**src/rtl/u8ds_pkg.sv**
```systemverilog
// ----------------------------------------------------------------------------
// u8ds_pkg
// Shared types, constants and the code point to letter map for the UTF-8
// diacritic stripper.
// ----------------------------------------------------------------------------
`default_nettype none

package u8ds_pkg;

  localparam logic [6:0] CHAR_QMARK = 7'h3F;

  // Result of one examination of the front of the pending buffer
  typedef enum logic [2:0] {
    ACT_EMIT_ASCII, // pass front byte, drop 1
    ACT_DROP_ONE,   // stray continuation, invalid byte or bad continuation: drop 1
    ACT_EMIT_CP,    // full sequence: map and drop len
    ACT_WAIT,       // sequence incomplete
    ACT_EMPTY       // nothing buffered
  } act_t;

  typedef struct packed {
    act_t       act;
    logic [2:0] drop_n;
    logic [6:0] ch;
  } dec_res_t;

  // Lead byte length; 0 for non-lead
  function automatic logic [2:0] lead_len(input logic [7:0] b);
    logic [2:0] l;
    l = 3'd0;
    if (b[7:5] == 3'b110) l = 3'd2;
    else if (b[7:4] == 4'b1110) l = 3'd3;
    else if (b[7:3] == 5'b11110) l = 3'd4;
    return l;
  endfunction

  // Map a code point to its base ASCII letter or '?'
  function automatic logic [6:0] map_letter(input logic [20:0] cp);
    logic [6:0] c;
    logic       odd;
    c   = CHAR_QMARK;
    odd = cp[0];
    unique case (cp)
      21'h0E0, 21'h0E1, 21'h0E2, 21'h0E3, 21'h103: c = 7'h61;
      21'h0C0, 21'h0C1, 21'h0C2, 21'h0C3, 21'h102: c = 7'h41;
      21'h0E8, 21'h0E9, 21'h0EA: c = 7'h65;
      21'h0C8, 21'h0C9, 21'h0CA: c = 7'h45;
      21'h0EC, 21'h0ED: c = 7'h69;
      21'h0CC, 21'h0CD: c = 7'h49;
      21'h0F2, 21'h0F3, 21'h0F4, 21'h0F5, 21'h1A1: c = 7'h6F;
      21'h0D2, 21'h0D3, 21'h0D4, 21'h0D5, 21'h1A0: c = 7'h4F;
      21'h0F9, 21'h0FA, 21'h1B0: c = 7'h75;
      21'h0D9, 21'h0DA, 21'h1AF: c = 7'h55;
      21'h0FD: c = 7'h79;
      21'h0DD: c = 7'h59;
      21'h111: c = 7'h64;
      21'h110: c = 7'h44;
      default: begin
        if (cp >= 21'h1EA0 && cp <= 21'h1EB7) c = odd ? 7'h61 : 7'h41;
        else if (cp >= 21'h1EB8 && cp <= 21'h1EC7) c = odd ? 7'h65 : 7'h45;
        else if (cp >= 21'h1EC8 && cp <= 21'h1ECB) c = odd ? 7'h69 : 7'h49;
        else if (cp >= 21'h1ECC && cp <= 21'h1EE3) c = odd ? 7'h6F : 7'h4F;
        else if (cp >= 21'h1EE4 && cp <= 21'h1EF1) c = odd ? 7'h75 : 7'h55;
        else if (cp >= 21'h1EF2 && cp <= 21'h1EF9) c = odd ? 7'h79 : 7'h59;
      end
    endcase
    return c;
  endfunction

endpackage

`default_nettype wire

```
**src/rtl/u8ds_decode.sv**
```systemverilog
// ----------------------------------------------------------------------------
// u8ds_decode
// Decode unit: examines the front of the pending buffer once and
// reports what to do with it.
// ----------------------------------------------------------------------------
`default_nettype none

module u8ds_decode (
  input  wire logic [31:0]         buf_i,   // byte 0 in [7:0]
  input  wire logic [2:0]          count_i,
  output u8ds_pkg::dec_res_t       res_o
);

  logic [7:0]  b0, b1, b2, b3;
  logic [2:0]  len;
  logic        ok;
  logic [20:0] cp;

  // Decode the front sequence
  always_comb begin
    b0  = buf_i[7:0];
    b1  = buf_i[15:8];
    b2  = buf_i[23:16];
    b3  = buf_i[31:24];
    len = u8ds_pkg::lead_len(b0);
    ok  = 1'b1;
    cp  = '0;
    unique case (len)
      3'd2: begin
        ok = (b1[7:6] == 2'b10);
        cp = {10'd0, b0[4:0], b1[5:0]};
      end
      3'd3: begin
        ok = (b1[7:6] == 2'b10) && (b2[7:6] == 2'b10);
        cp = {5'd0, b0[3:0], b1[5:0], b2[5:0]};
      end
      3'd4: begin
        ok = (b1[7:6] == 2'b10) && (b2[7:6] == 2'b10) && (b3[7:6] == 2'b10);
        cp = {b0[2:0], b1[5:0], b2[5:0], b3[5:0]};
      end
      default: begin
        ok = 1'b0;
        cp = '0;
      end
    endcase

    res_o.ch     = b0[6:0];
    res_o.drop_n = 3'd1;
    if (count_i == 3'd0) begin
      res_o.act = u8ds_pkg::ACT_EMPTY;
    end else if (!b0[7]) begin
      res_o.act = u8ds_pkg::ACT_EMIT_ASCII;
    end else if (len == 3'd0) begin
      res_o.act = u8ds_pkg::ACT_DROP_ONE;
    end else if (count_i < len) begin
      res_o.act = u8ds_pkg::ACT_WAIT;
    end else if (!ok) begin
      res_o.act = u8ds_pkg::ACT_DROP_ONE;
    end else begin
      res_o.act    = u8ds_pkg::ACT_EMIT_CP;
      res_o.drop_n = len;
      res_o.ch     = u8ds_pkg::map_letter(cp);
    end
  end

endmodule

`default_nettype wire

```
**src/rtl/utf8_diacritic_strip_to_ascii_core.sv**
```systemverilog
// ----------------------------------------------------------------------------
// utf8_diacritic_strip_to_ascii_core
// UTF-8 to ASCII stripper: buffers multi-byte sequences and emits base letters.
// ----------------------------------------------------------------------------
// Operation: a byte is taken in S_IDLE, then the decode unit examines the
// pending buffer once per S_RUN pass; a found character is held until the
// next one is found or the step ends, so the final word of a string can
// carry last. Each output word waits in S_OUT for out_tready. A step is a run of
// decode passes over up to 4 buffered bytes plus up to 3 output handshakes;
// in_tready is low for the whole step, so no new byte is taken until it ends.
// Reset: synchronous active-low rst_n empties the buffer and the output stage.
// ----------------------------------------------------------------------------
`default_nettype none

module utf8_diacritic_strip_to_ascii_core (
  input  wire logic       clk,
  input  wire logic       rst_n,
  input  wire logic       in_tvalid,
  output logic            in_tready,
  input  wire logic [7:0] in_tdata,   // [7:0] data_byte
  input  wire logic       in_tlast,   // end_of_string
  output logic            out_tvalid,
  input  wire logic       out_tready,
  output logic [7:0]      out_tdata,  // [6:0] ascii_char, [7] zero
  output logic            out_tuser,  // char_valid
  output logic            out_tlast   // last_result
);

  typedef enum logic [1:0] {S_IDLE, S_RUN, S_OUT} state_t;

  state_t      state_r;
  logic [31:0] buf_r;
  logic [2:0]  cnt_r;
  logic        end_r;
  logic        held_r;
  logic [6:0]  hch_r;
  logic        done_r;
  logic [6:0]  och_r;
  logic        ovalid_r;
  logic        olast_r;
  logic        ov_r;

  u8ds_pkg::dec_res_t dres;

  u8ds_decode u_dec (
    .buf_i   (buf_r),
    .count_i (cnt_r),
    .res_o   (dres)
  );

  assign in_tready  = (state_r == S_IDLE);
  assign out_tvalid = ov_r;
  assign out_tdata  = {1'b0, och_r};
  assign out_tuser  = ovalid_r;
  assign out_tlast  = olast_r;

  // Sequencer: load, step the decoder, hand out one word at a time
  always_ff @(posedge clk) begin
    if (!rst_n) begin
      state_r  <= S_IDLE;
      buf_r    <= 32'd0;
      cnt_r    <= 3'd0;
      ov_r     <= 1'b0;
      end_r    <= 1'b0;
      held_r   <= 1'b0;
      hch_r    <= 7'd0;
      done_r   <= 1'b0;
      och_r    <= 7'd0;
      ovalid_r <= 1'b0;
      olast_r  <= 1'b0;
    end else begin
      unique case (state_r)
        S_IDLE: begin
          if (in_tvalid) begin
            if (cnt_r < 3'd4) begin
              buf_r[cnt_r[1:0]*8 +: 8] <= in_tdata;
              cnt_r <= cnt_r + 3'd1;
            end
            end_r   <= in_tlast;
            held_r  <= 1'b0;
            state_r <= S_RUN;
          end
        end
        S_RUN: begin
          unique case (dres.act)
            u8ds_pkg::ACT_EMIT_ASCII, u8ds_pkg::ACT_EMIT_CP: begin
              buf_r  <= buf_r >> (dres.drop_n * 8);
              cnt_r  <= cnt_r - dres.drop_n;
              hch_r  <= dres.ch;
              held_r <= 1'b1;
              // a newer character follows, so the held one is not last
              if (held_r) begin
                och_r    <= hch_r;
                ovalid_r <= 1'b1;
                olast_r  <= 1'b0;
                done_r   <= 1'b0;
                ov_r     <= 1'b1;
                state_r  <= S_OUT;
              end
            end
            u8ds_pkg::ACT_DROP_ONE: begin
              buf_r <= buf_r >> 8;
              cnt_r <= cnt_r - 3'd1;
            end
            default: begin
              // wait or empty: flush the held character and end the step
              if (dres.act == u8ds_pkg::ACT_WAIT && end_r) cnt_r <= 3'd0;
              held_r <= 1'b0;
              done_r <= 1'b1;
              if (end_r) begin
                och_r    <= held_r ? hch_r : 7'd0;
                ovalid_r <= held_r;
                olast_r  <= 1'b1;
                ov_r     <= 1'b1;
                state_r  <= S_OUT;
              end else if (held_r) begin
                och_r    <= hch_r;
                ovalid_r <= 1'b1;
                olast_r  <= 1'b0;
                ov_r     <= 1'b1;
                state_r  <= S_OUT;
              end else begin
                state_r <= S_IDLE;
              end
            end
          endcase
        end
        S_OUT: begin
          if (out_tready) begin
            ov_r    <= 1'b0;
            state_r <= done_r ? S_IDLE : S_RUN;
          end
        end
        default: state_r <= S_IDLE;
      endcase
    end
  end

  // Pending count never exceeds four bytes
  assert property (@(posedge clk) disable iff (!rst_n) cnt_r <= 3'd4)
    else $error("pending count overflow");
  // Output only presented while in the output state
  assert property (@(posedge clk) disable iff (!rst_n) ov_r |-> state_r == S_OUT)
    else $error("output valid outside output state");
  // An accepted input word starts a run
  assert property (@(posedge clk) disable iff (!rst_n)
    (in_tvalid && in_tready) |=> state_r == S_RUN)
    else $error("accepted word did not start a run");

endmodule

`default_nettype wire

```
**config.mk**
```make
export PLATFORM = sky130hd
export DESIGN_NAME = utf8_diacritic_strip_to_ascii_core
export DESIGN_NICKNAME = d
export VERILOG_FILES = /design/src/rtl/u8ds_pkg.sv /design/src/rtl/u8ds_decode.sv /design/src/rtl/utf8_diacritic_strip_to_ascii_core.sv
export SDC_FILE = /design/constraint.sdc
export NUM_CORES = 1
export LEC_CHECK = 0
export ABC_AREA = 1
export BUFFER_PORTS_ARGS = -buffer_cell sky130_fd_sc_hd__buf_2
export CELL_PAD_IN_SITES_DETAIL_PLACEMENT = 1
export CELL_PAD_IN_SITES_GLOBAL_PLACEMENT = 1
export CORE_UTILIZATION = 43
export CTS_CLUSTER_SIZE = 40
export DETAILED_ROUTE_END_ITERATION = 10
export GPL_TIMING_DRIVEN = 0
export PLACE_DENSITY_LB_ADDON = 0.1
export SKIP_CTS_REPAIR_TIMING = 1
export SLEW_MARGIN = 25
export SYNTH_ARGS = -nofsm -noshare
export SYNTH_HDL_FRONTEND = slang
export SYNTH_SLANG_ARGS = --single-unit
```
**constraint.sdc**
```tcl
create_clock -name clk -period 3.9 [get_ports clk]
set_input_delay 0.195 -clock clk [delete_from_list [all_inputs] [get_ports clk]]
set_output_delay 0.195 -clock clk [all_outputs]
set_load 0.01 [all_outputs]
```
==> results.tsv, run 1 <==
stage	metric	value	unit
die	total core area	0.0109	sq mm
status	outcome	finished, final reports clean	
clocking	CTS Buffer Depth	2	
place	dpl ws	0.437	ns
sta	clock period minus worst slack	3.61	ns
clocking	clock slew at reported path FFs	0.06	ns
die	Initial Util	44.6	%
synth	mux cell area share after synthesis	0	%
die	FP Rows	38	
drt	Routed WL	19300	microns
synth	mapped cell area	0.00487	sq mm
worst_hold_path	Hold Path Class	input port to flip-flop	
sta	Hold Fails Final Rpt	0	
critical_path	CP required	4.18	ns
synth	Synth cell types	40	
sta	Min Hold Slack	0.146	ns
sta	Final setup viols	0	
drt	Post-DRT Antenna Nets	0	
sta	setup TNS	0	ns
clocking	Worst-Skew Late Latency	0.35	ns
synth	Synth Flop Type	dfxtp_1	
pwr	Leak	2.60	nW
sta	Fmax	277	MHz
sta	worst slew pin tran	1.02	ns
grt	GRT Util Overall	34.9	%
critical_path	setup slack, reg-to-reg	0.29	ns
drt	via/cell ratio	5.75	
die	Die X	108	microns
die	total die area	0.0118	sq mm
synth	synthesized net count	874	
critical_path	worst path arrival time	3.89	ns
sta	RSZ-0062 raised after global routing	false	
drt	vias	5932	
synth	Syn Area/Cell	5.71	sq um
cells_and_area	final net count	908	
synth	sequential fraction of the synthesis area	23.4	%
cells_and_area	Antenna Cells	0	
drt	drt drc	0	
drt	Avg WL per Cell	18.7	microns
synth	Simple-Gate Fraction of Synth Area	47.5	%
clocking	total CTS buffers	9	
sta	Slew Limit Fails	0	
synth	Synth Area in XOR/XNOR	0.539	%
critical_path	Critical Path End Type	flip-flop	
synth	Post-synth ARST share	0	%
synth	post-synthesis compound-gate area fraction	15.1	%
place	number of I/O port buffers	23	
critical_path	Critical Path Source Type	flip-flop	
pwr	sequential fraction of design power	28.6	%
synth	main combinational cell family by area after synthesis	simple AND/OR/NAND/NOR gates	
clocking	clk sinks	57	
cells_and_area	Filler Cell Count	1610	
pwr	Net Switching	1.46	mW
sta	Final WS setup	0.290	ns
cells_and_area	fraction of layout cells with a size suffix above 1	9.87	%
pwr	internal power	1.62	mW
clocking	TritonCTS clock tree	built	
clocking	root buf cell	clkbuf_16	
synth	Post-Synth Adder-Cell Area	2.21	%
pwr	Worst VDD drop	0.393	mV
die	die height	108	microns
drt	DR pass1 iterations	4	
pwr	Sw Ratio	47.4	%
pwr	Clock power frac	26.7	%
place	Detailed Place HPWL	14700	microns
die	io pins	25	
grt	largest net degree at the start of global routing	13	
grt	global-route wire length before repair	31000	microns
sta	Final Cycle Share	92.6	%
grt	gr ovfl total	0	
synth	Post-synth EDFFs	0	
cells_and_area	area delta synth->final	12.2	%
sta	Fin Clk Skew	0.00741	ns
grt	number of antenna violations at the first check in global routing	0	
pwr	Cell Pwr Density	563	mW/mm^2
critical_path	Worst Path Max Fanout	10	
drt	Starting DRT DRC Count	403	
clocking	H-tree lvl count	3	
pwr	combinational power share	44.7	%
sta	Worst slew margin	31.5	%
grt	vias in the first global route	6109	
synth	Post-Syn Instances	853	
job	max_cap viols	0	
place	GP Congestion	0.966	
critical_path	CP Class	flip-flop to flip-flop	
synth	total number of yosys warnings	0	
synth	Yosys reg bits	57	
[metrics by stage]
step	utilization, %	total power [mW]	cell area (sq um)	cells
floorplan	-	1.80	4870	853
global placement	47.2	2.16	5160	1016
detailed placement	47.2	2.22	5160	1016
CTS	50.0	3.06	5470	1032
global route	50.0	3.27	5470	1032
finish	50.0	3.08	5470	1032
[worst max-delay path, cell delays in order, from the launching register on]
cell and delay (ns):
dfxtp_1 0.36, nand2_2 0.12, inv_1 0.25, nand2_1 0.19, ha_1 0.36, o211ai_2 0.10
nand2_1 0.14, nand2_4 0.09, inv_4 0.08, nand3_2 0.26, clkbuf_1 0.38, ha_1 0.31
fa_1 0.38, xor2_1 0.17, o22ai_1 0.16, nand2_1 0.07, a21oi_1 0.12
[kinds of logic (layout without fill, tap and decap cells)]
kind of cell             count (synthesis)  count (layout)
AO/OA/AOI/OAI                          130             130
flip-flops                              57              57
buffers and inverters                  131             170
XOR/XNOR                                 3               3
other                                    1               1
AND/OR/NAND/NOR                        523             523
adder cells (fa/ha/maj)                  8               8
[per-layer routing]
| layer | global-route usage (%) | vias up | wire length (microns) |
|---|---|---|---|
| met5 | 0 | - | 0 |
| met4 | 11.6 | 0 | 459 |
| met3 | 6.99 | 35 | 1120 |
| met2 | 57.4 | 183 | 8750 |
| met1 | 45.4 | 2847 | 8980 |
| li1 | - | 2867 | - |
[cell usage in the layout, fill, tap and decap left out, types with 10 or more instances in the layout]
| cell | n |
|---|---|
| clkbuf_1 | 13 |
| nand3_1 | 95 |
| buf_2 | 26 |
| dfxtp_1 | 57 |
| nor2_1 | 128 |
| nand4_1 | 26 |
| a21oi_1 | 39 |
| o21ai_0 | 62 |
| inv_1 | 99 |
| nand2_1 | 230 |
| o211ai_1 | 10 |
[state kept, by name (all words and copies together), names as in the netlist]
| register | flops |
|---|---|
| state_r | 2 |
| done_r | 1 |
| hch_r | 7 |
| out_tuser | 1 |
| held_r | 1 |
| och_r | 7 |
| buf_r | 32 |
| end_r | 1 |
| cnt_r | 3 |
| out_tvalid | 1 |
| out_tlast | 1 |
[cell type report]
class	count	area [sq um]	area share, %
repair buffers	23	115	2.10
clock inverters	7	80.1	1.46
multi-input cells	665	3190	58.3
inverters	105	397	7.25
well taps	140	175	3.20
plain buffers	26	146	2.68
flip-flops and latches	57	1140	20.9
clock buffers	9	225	4.12
[power by group through the flow]
stage	sequential, mW	clock, mW	combinational (mW)
floorplan	0.836	0	0.964
global placement	0.885	0	1.28
detailed placement	0.892	0	1.33
CTS	0.882	0.829	1.35
global route	0.899	0.852	1.52
finish	0.882	0.823	1.38
[final timing paths]
path / cells past startpoint / to / start
worst min register to register: 2 / out_tlast / out_tlast
worst max register to register: 16 / cnt_r[2] / buf_r[6]
worst min-delay path: 3 / hch_r[0] / rst_n
worst max-delay path: 16 / cnt_r[2] / buf_r[6]
[Yosys cell counts, types with 4 or more instances]
| master | number | area, sq um |
|---|---|---|
| clkbuf_1 | 13 | 48.8 |
| nand4_1 | 26 | 163 |
| a21oi_1 | 39 | 195 |
| nand3_2 | 8 | 80.1 |
| nand3_1 | 95 | 475 |
| nand2_1 | 230 | 863 |
| nor3_1 | 9 | 45.0 |
| ha_1 | 7 | 87.6 |
| nand2_2 | 8 | 50.1 |
| buf_6 | 4 | 45.0 |
| o21ai_0 | 62 | 310 |
| nor2_1 | 128 | 480 |
| o211ai_1 | 10 | 75.1 |
| dfxtp_1 | 57 | 1140 |
| nor2_2 | 7 | 43.8 |
| inv_1 | 99 | 372 |
| buf_4 | 4 | 30.0 |
| nor4_1 | 6 | 37.5 |
| a31oi_1 | 9 | 56.3 |
No activity file was read; power rests on OpenSTA's default activity.
==> inputs of run 2 (changes only) <==
CORE_UTILIZATION = 44   (was 43)
CTS_BUF_LIST = sky130_fd_sc_hd__clkbuf_8   (was unset)
==> results.tsv, run 2 (synthesis gave the netlist of run 1 again) <==
stage	metric	value	unit	change
sta	clock period minus worst slack	3.59	ns	-0.0165 ns
die	die height	107	microns	-1.1%
sta	Fin Clk Skew	0.0103	ns	+0.00287 ns
die	total core area	0.0108	sq mm	-1.3%
cells_and_area	final net count	908		unchanged
drt	Avg WL per Cell	18.4	microns	-1.9%
die	Initial Util	45.2	%	+0.59 points
drt	via/cell ratio	5.72		-0.57%
grt	largest net degree at the start of global routing	11		-2
critical_path	Worst Path Max Fanout	10		unchanged
die	io pins	25		unchanged
drt	uppermost routed layer	met4		
drt	metal3 WL	1170	microns	+4.4%
clocking	TritonCTS clock tree	built		
status	outcome	finished, final reports clean		
critical_path	CP required	4.20	ns	+0.02 ns
clocking	H-tree lvl count	3		unchanged
cells_and_area	most common cell after layout, fill and taps aside	nand2_1		
sta	Final Cycle Share	92.1	%	-0.42 points
cells_and_area	max FFs per register	32		unchanged
drt	drt drc	0		unchanged
clocking	root buf cell	clkbuf_8		
cells_and_area	Filler Cell Count	1565		-2.8%
pwr	Cell Pwr Density	536	mW/mm^2	-4.8%
critical_path	Critical Path Source Type	flip-flop		
grt	global-route wire length before repair	30200	microns	-2.6%
critical_path	setup slack, reg-to-reg	0.31	ns	+0.02 ns
grt	vias in the first global route	5929		-2.9%
drt	Post-DRT Antenna Nets	0		unchanged
grt	gr ovfl total	0		unchanged
drt	vias	5898		-0.57%
drt	met2 WL post-DR	8740	microns	-0.14%
clocking	clk sinks	57		unchanged
sta	worst slew pin tran	1.09	ns	+0.0716 ns
clocking	total CTS buffers	9		unchanged
cells_and_area	fraction of layout cells with a size suffix above 1	9.98	%	+0.11 points
place	cell area after placement	0.00516	sq mm	unchanged
place	GP Congestion	0.957		-0.88%
sta	RSZ-0062 raised after global routing	false		
cells_and_area	design area	0.00538	sq mm	-1.6%
drt	Routed WL	18900	microns	-1.9%
die	FP Rows	38		unchanged
pwr	Leak	2.56	nW	-1.5%
sta	Fmax	278	MHz	+0.46%
die	total die area	0.0115	sq mm	-2.2%
cells_and_area	Antenna Cells	0		unchanged
clocking	CTS Buffer Depth	2		unchanged
drt	Starting DRT DRC Count	376		-6.7%
cells_and_area	commonest non-fill, non-tap cells in the layout	nand2_1 (230), nor2_1 (128), inv_1 (99)		
place	Detailed Place HPWL	14800	microns	+0.81%
critical_path	Critical Path End Type	flip-flop		
die	Die X	107	microns	-1.1%
drt	wl on met1	8570	microns	-4.6%
cells_and_area	largest reg by FF count	buf_r		
grt	number of antenna violations at the first check in global routing	0		unchanged
clocking	clock slew at reported path FFs	0.07	ns	about the same
critical_path	worst path arrival time	3.89	ns	about the same
place	number of I/O port buffers	23		unchanged
cells_and_area	area delta synth->final	10.4	%	
sta	Hold Fails Final Rpt	0		unchanged
worst_hold_path	Hold Path Class	input port to flip-flop		
clocking	Worst-Skew Late Latency	0.37	ns	+0.02 ns
grt	GRT Util Overall	34.3	%	-0.64 points
job	max_cap viols	0		unchanged
sta	setup TNS	0	ns	unchanged
critical_path	CP Class	flip-flop to flip-flop		
pwr	Worst VDD drop	0.353	mV	-10%
sta	Worst slew margin	26.7	%	-4.8 points
drt	DR pass1 iterations	5		+1
cells_and_area	Largest regs	buf_r (32), hch_r (7), och_r (7)		
sta	Slew Limit Fails	0		unchanged
sta	Final setup viols	0		unchanged
-- run 2: final cells by class --
type / instances / area [sq um] / share of cell area, %
Tap cell: 140 / 175 / 3.25
Multi-Input combinational cell: 665 / 3190 / 59.3
Clock buffer: 12 / 165 / 3.07
Sequential cell: 57 / 1140 / 21.2
Clock inverter: 4 / 50.0 / 0.930
Inverter: 105 / 400 / 7.44
Buffer: 26 / 146 / 2.72
Timing Repair Buffer: 23 / 115 / 2.14
-- run 2: path summary, 6_finish.rpt --
| check | startpoint | endpoint | cells past startpoint |
|---|---|---|---|
| hold reg to reg | out_tuser | out_tuser | 2 |
| hold / removal | rst_n | hch_r[0] | 3 |
| setup / recovery | cnt_r[0] | cnt_r[2] | 13 |
| setup reg to reg | cnt_r[0] | cnt_r[2] | 13 |
-- run 2: per-layer routing --
layer  vias up  global-route usage [%]
li1       2853                       -
met1      2807                    44.9
met2       198                    56.5
met3        40                    5.17
met4         0                    12.8
met5         -                       0
-- run 2: where the power goes --
part / switching [mW] / leakage (nW) / total [mW] / internal [mW]
combinational: 0.994 / 2.00 / 1.39 / 0.392
clock: 0.264 / 0.105 / 0.610 / 0.346
sequential: 0.158 / 0.465 / 0.891 / 0.733
total: 1.42 / 2.56 / 2.89 / 1.47
-- run 2: per-stage QoR --
| stage | power [mW] | hold slack [ns] | setup slack (ns) | std cells | util (%) |
|---|---|---|---|---|---|
| after floorplan | 1.80 | 0.333 | 1.15 | 853 | - |
| after global placement | 2.16 | 0.455 | 0.578 | 1016 | 47.8 |
| after detailed placement | 2.24 | 0.455 | 0.371 | 1016 | 47.8 |
| after CTS | 2.87 | 0.120 | 0.328 | 1032 | 49.8 |
| after global routing | 3.09 | 0.135 | 0.0846 | 1032 | 49.9 |
| final | 2.89 | 0.121 | 0.306 | 1032 | 49.9 |
-- run 2: critical path, stage by stage (launching register included) --
cell	delay, ns
dfxtp_1	0.53
clkinvlp_4	0.32
ha_1	0.33
inv_1	0.13
nor2_1	0.12
nor2_1	0.20
nand3_2	0.28
clkbuf_1	0.39
ha_1	0.32
fa_1	0.40
xor2_1	0.18
o22ai_1	0.13
nand2_1	0.07
a21oi_1	0.11
==> inputs of run 3 (changes only) <==
ABC_AREA = unset   (was 1)
CORE_UTILIZATION = 48   (was 44)
==> results.tsv, run 3 <==
stage	metric	value	unit	change
clocking	Worst-Skew Late Latency	0.36	ns	about the same
die	Initial Util	49.4	%	+4.3 points
synth	Yosys reg bits	57		unchanged
critical_path	CP startpoint	buf_r[7]		
pwr	Cell Pwr Density	452	mW/mm^2	-16%
die	Die X	102	microns	-4.8%
drt	DR pass1 iterations	5		unchanged
sta	worst slew pin tran	1.07	ns	-0.0248 ns
synth	largest cells by area after synthesis	dfxtp_1 (24%), o211a_1 (5.2%), nand2_1 (4.8%)		
pwr	Net Switching	1.05	mW	-26%
die	io pins	25		unchanged
sta	Min Hold Slack	0.143	ns	+0.0227 ns
synth	dominant cell type by area after synthesis	dfxtp_1		
synth	post-synthesis compound-gate area fraction	35.0	%	+20 points
clocking	CTS Buffer Depth	2		unchanged
pwr	Sw Ratio	43.2	%	-5.9 points
status	outcome	finished, final reports clean		
job	max_cap viols	0		unchanged
place	Inst Count DP	789		-22%
drt	vias	5555		-5.8%
critical_path	Worst Path Max Fanout	10		unchanged
cells_and_area	final net count	691		-24%
synth	Synth cell types	89		+120%
cells_and_area	largest reg by FF count	buf_r		
synth	main combinational cell family by area after synthesis	compound AO/OA/AOI/OAI gates		
worst_hold_path	Hold Path Origin	in_tlast		
synth	most frequent cell after synthesis	nand2_1		
synth	Synth Flop Type	dfxtp_1		
cells_and_area	commonest non-fill, non-tap cells in the layout	nand2_1 (62), dfxtp_1 (57), nor2_1 (46)		
synth	Synth top area share	23.7	%	+0.32 points
critical_path	CP required	4.16	ns	-0.04 ns
sta	Fin Clk Skew	0.0159	ns	+0.00559 ns
drt	via/cell ratio	6.88		+20%
critical_path	R2R cell count	15		+2
place	GP Congestion	0.952		-0.49%
drt	Avg WL per Cell	23.5	microns	+28%
sta	Fmax	271	MHz	-2.7%
place	Detailed Place HPWL	13900	microns	-6.5%
worst_hold_path	Hold Path Class	input port to flip-flop		
critical_path	Worst R2R Start	buf_r[7]		
grt	global-route wire length before repair	29200	microns	-3.4%
clocking	TritonCTS clock tree	built		
sta	clock period minus worst slack	3.69	ns	+0.0996 ns
clocking	total CTS buffers	9		unchanged
drt	Starting DRT DRC Count	390		+3.7%
critical_path	Critical Path End Type	flip-flop		
die	total die area	0.0104	sq mm	-9.4%
synth	total number of yosys warnings	0		unchanged
synth	Post-Syn Instances	633		-26%
cells_and_area	Filler Cell Count	1258		-20%
pwr	sequential fraction of design power	32.3	%	+1.4 points
synth	Post-synth EDFFs	0		unchanged
sta	Final setup viols	0		unchanged
cells_and_area	most common cell after layout, fill and taps aside	nand2_1		
die	FP Rows	36		-5.3%
grt	number of antenna violations at the first check in global routing	0		unchanged
cells_and_area	area delta synth->final	11.8	%	
synth	Post-Synth Adder-Cell Area	2.24	%	+0.030 points
drt	Post-DRT Antenna Nets	0		unchanged
grt	vias in the first global route	5318		-10%
critical_path	RR Endpoint	cnt_r[2]		
die	die height	102	microns	-4.8%
drt	Routed WL	19000	microns	+0.25%
grt	gr ovfl total	0		unchanged
cells_and_area	Largest regs	buf_r (32), hch_r (7), och_r (7)		
die	total core area	0.00973	sq mm	-9.9%
clocking	H-tree lvl count	3		unchanged
grt	largest net degree at the start of global routing	11		unchanged
place	number of I/O port buffers	23		unchanged
pwr	Clock power frac	25.6	%	+4.5 points
critical_path	CP Class	flip-flop to flip-flop		
synth	mux cell area share after synthesis	1.46	%	+1.5 points
clocking	clock slew at reported path FFs	0.08	ns	about the same
critical_path	Critical Path Source Type	flip-flop		
pwr	Worst VDD drop	0.280	mV	-21%
clocking	clk sinks	57		unchanged
drt	drt drc	0		unchanged
cells_and_area	max FFs per register	32		unchanged
clocking	root buf cell	clkbuf_8		
worst_hold_path	WHS Path Cells	3		unchanged
synth	Syn Area/Cell	7.60	sq um	+33%
cells_and_area	fraction of layout cells with a size suffix above 1	13.5	%	+3.5 points
sta	Hold Fails Final Rpt	0		unchanged
synth	Post-synth top cells	nand2_1 (62), dfxtp_1 (57), nor2_1 (47), a21oi_1 (44), clkbuf_1 (29)		
worst_hold_path	hold path endpoint	end_r		
sta	Worst slew margin	28.7	%	+2.1 points
synth	Simple-Gate Fraction of Synth Area	31.6	%	-16 points
cells_and_area	Post-Layout Cell Count	808		-22%
critical_path	setup slack, reg-to-reg	0.21	ns	-0.10 ns
synth	synthesized net count	654		-25%
pwr	combinational power share	42.1	%	-5.9 points
cells_and_area	Antenna Cells	0		unchanged
sta	Final Cycle Share	94.7	%	+2.6 points
synth	Synth Area in XOR/XNOR	0.364	%	-0.17 points
synth	mapped cell area	0.00481	sq mm	-1.3%
sta	Slew Limit Fails	0		unchanged
pwr	internal power	1.38	mW	-6.2%
grt	GRT Util Overall	37.4	%	+3.2 points
sta	RSZ-0062 raised after global routing	false		
pwr	Leak	2.00	nW	-22%
synth	Post-synth ARST share	0	%	unchanged
critical_path	worst path arrival time	3.96	ns	+0.07 ns
synth	sequential fraction of the synthesis area	23.7	%	+0.32 points
[run 3: worst max-delay path by stage]
stage / slack [ns] / end / cells after the start
global route: 0.04 / cnt_r[2] / 16
floorplan: 0.23 / cnt_r[2] / 17
finish: 0.21 / cnt_r[2] / 15
CTS: -0.63 / cnt_r[2] / 16
detailed placement: -0.60 / cnt_r[2] / 16
global placement: -0.53 / cnt_r[2] / 16
[run 3: cell families (layout without fill, tap and decap cells)]
group / Yosys count / in the layout
muxes: 7 / 7
and+or+nand+nor: 275 / 275
xor gates and xnor gates: 2 / 2
AOI/OAI and AO/OA: 224 / 224
other: 1 / 1
adders and majority gates: 8 / 8
buffers and inverters: 59 / 101
DFF: 57 / 57
[run 3: critical path, cell delays in order, from the launching register on]
cell	delay, ns
dfxtp_1	0.43
buf_4	0.25
nand2_4	0.14
a21oi_4	0.19
clkinvlp_4	0.16
ha_1	0.28
a21boi_0	0.12
o21a_2	0.25
o21ai_4	0.31
clkbuf_4	0.31
nor2_1	0.08
fa_1	0.42
xnor2_1	0.16
a22o_1	0.20
a21oi_1	0.13
and3b_1	0.18
[run 3: layout make-up]
class | instances | area (sq um) | area share [%]
Multi-Input combinational cell | 517 | 3430 | 63.9
Inverter | 9 | 37.5 | 0.698
Timing Repair Buffer | 27 | 145 | 2.70
Clock inverter | 4 | 50.0 | 0.931
Sequential cell | 57 | 1140 | 21.2
Clock buffer | 12 | 165 | 3.07
Buffer | 49 | 236 | 4.40
Tap cell | 133 | 166 | 3.10
[run 3: per-layer routing]
metal / GRT usage [%] / routed length [microns]
met5: 0 / 0
met3: 4.58 / 1270
met1: 48.8 / 8050
met2: 61.7 / 8970
met4: 17.1 / 695
[run 3: stage by stage]
step           setup WS (ns)  cell area [sq um]  power (mW)  utilization [%]  TNS (ns)
2_1_floorplan          0.230               4810        1.46                -         0
3_3_place_gp          -0.535               5090        1.71             52.3     -1.83
3_5_place_dp          -0.602               5100        1.75             52.4     -3.90
4_1_cts               -0.629               5310        2.38             54.6     -4.72
5_1_grt               0.0369               5380        2.54             55.2         0
6_report               0.207               5380        2.43             55.2         0
[run 3: power groups by stage]
stage | clock [mW] | sequential, mW | combinational, mW
floorplan | 0 | 0.744 | 0.716
global placement | 0 | 0.782 | 0.931
detailed placement | 0 | 0.787 | 0.966
CTS | 0.622 | 0.776 | 0.978
global route | 0.649 | 0.792 | 1.10
finish | 0.621 | 0.784 | 1.02
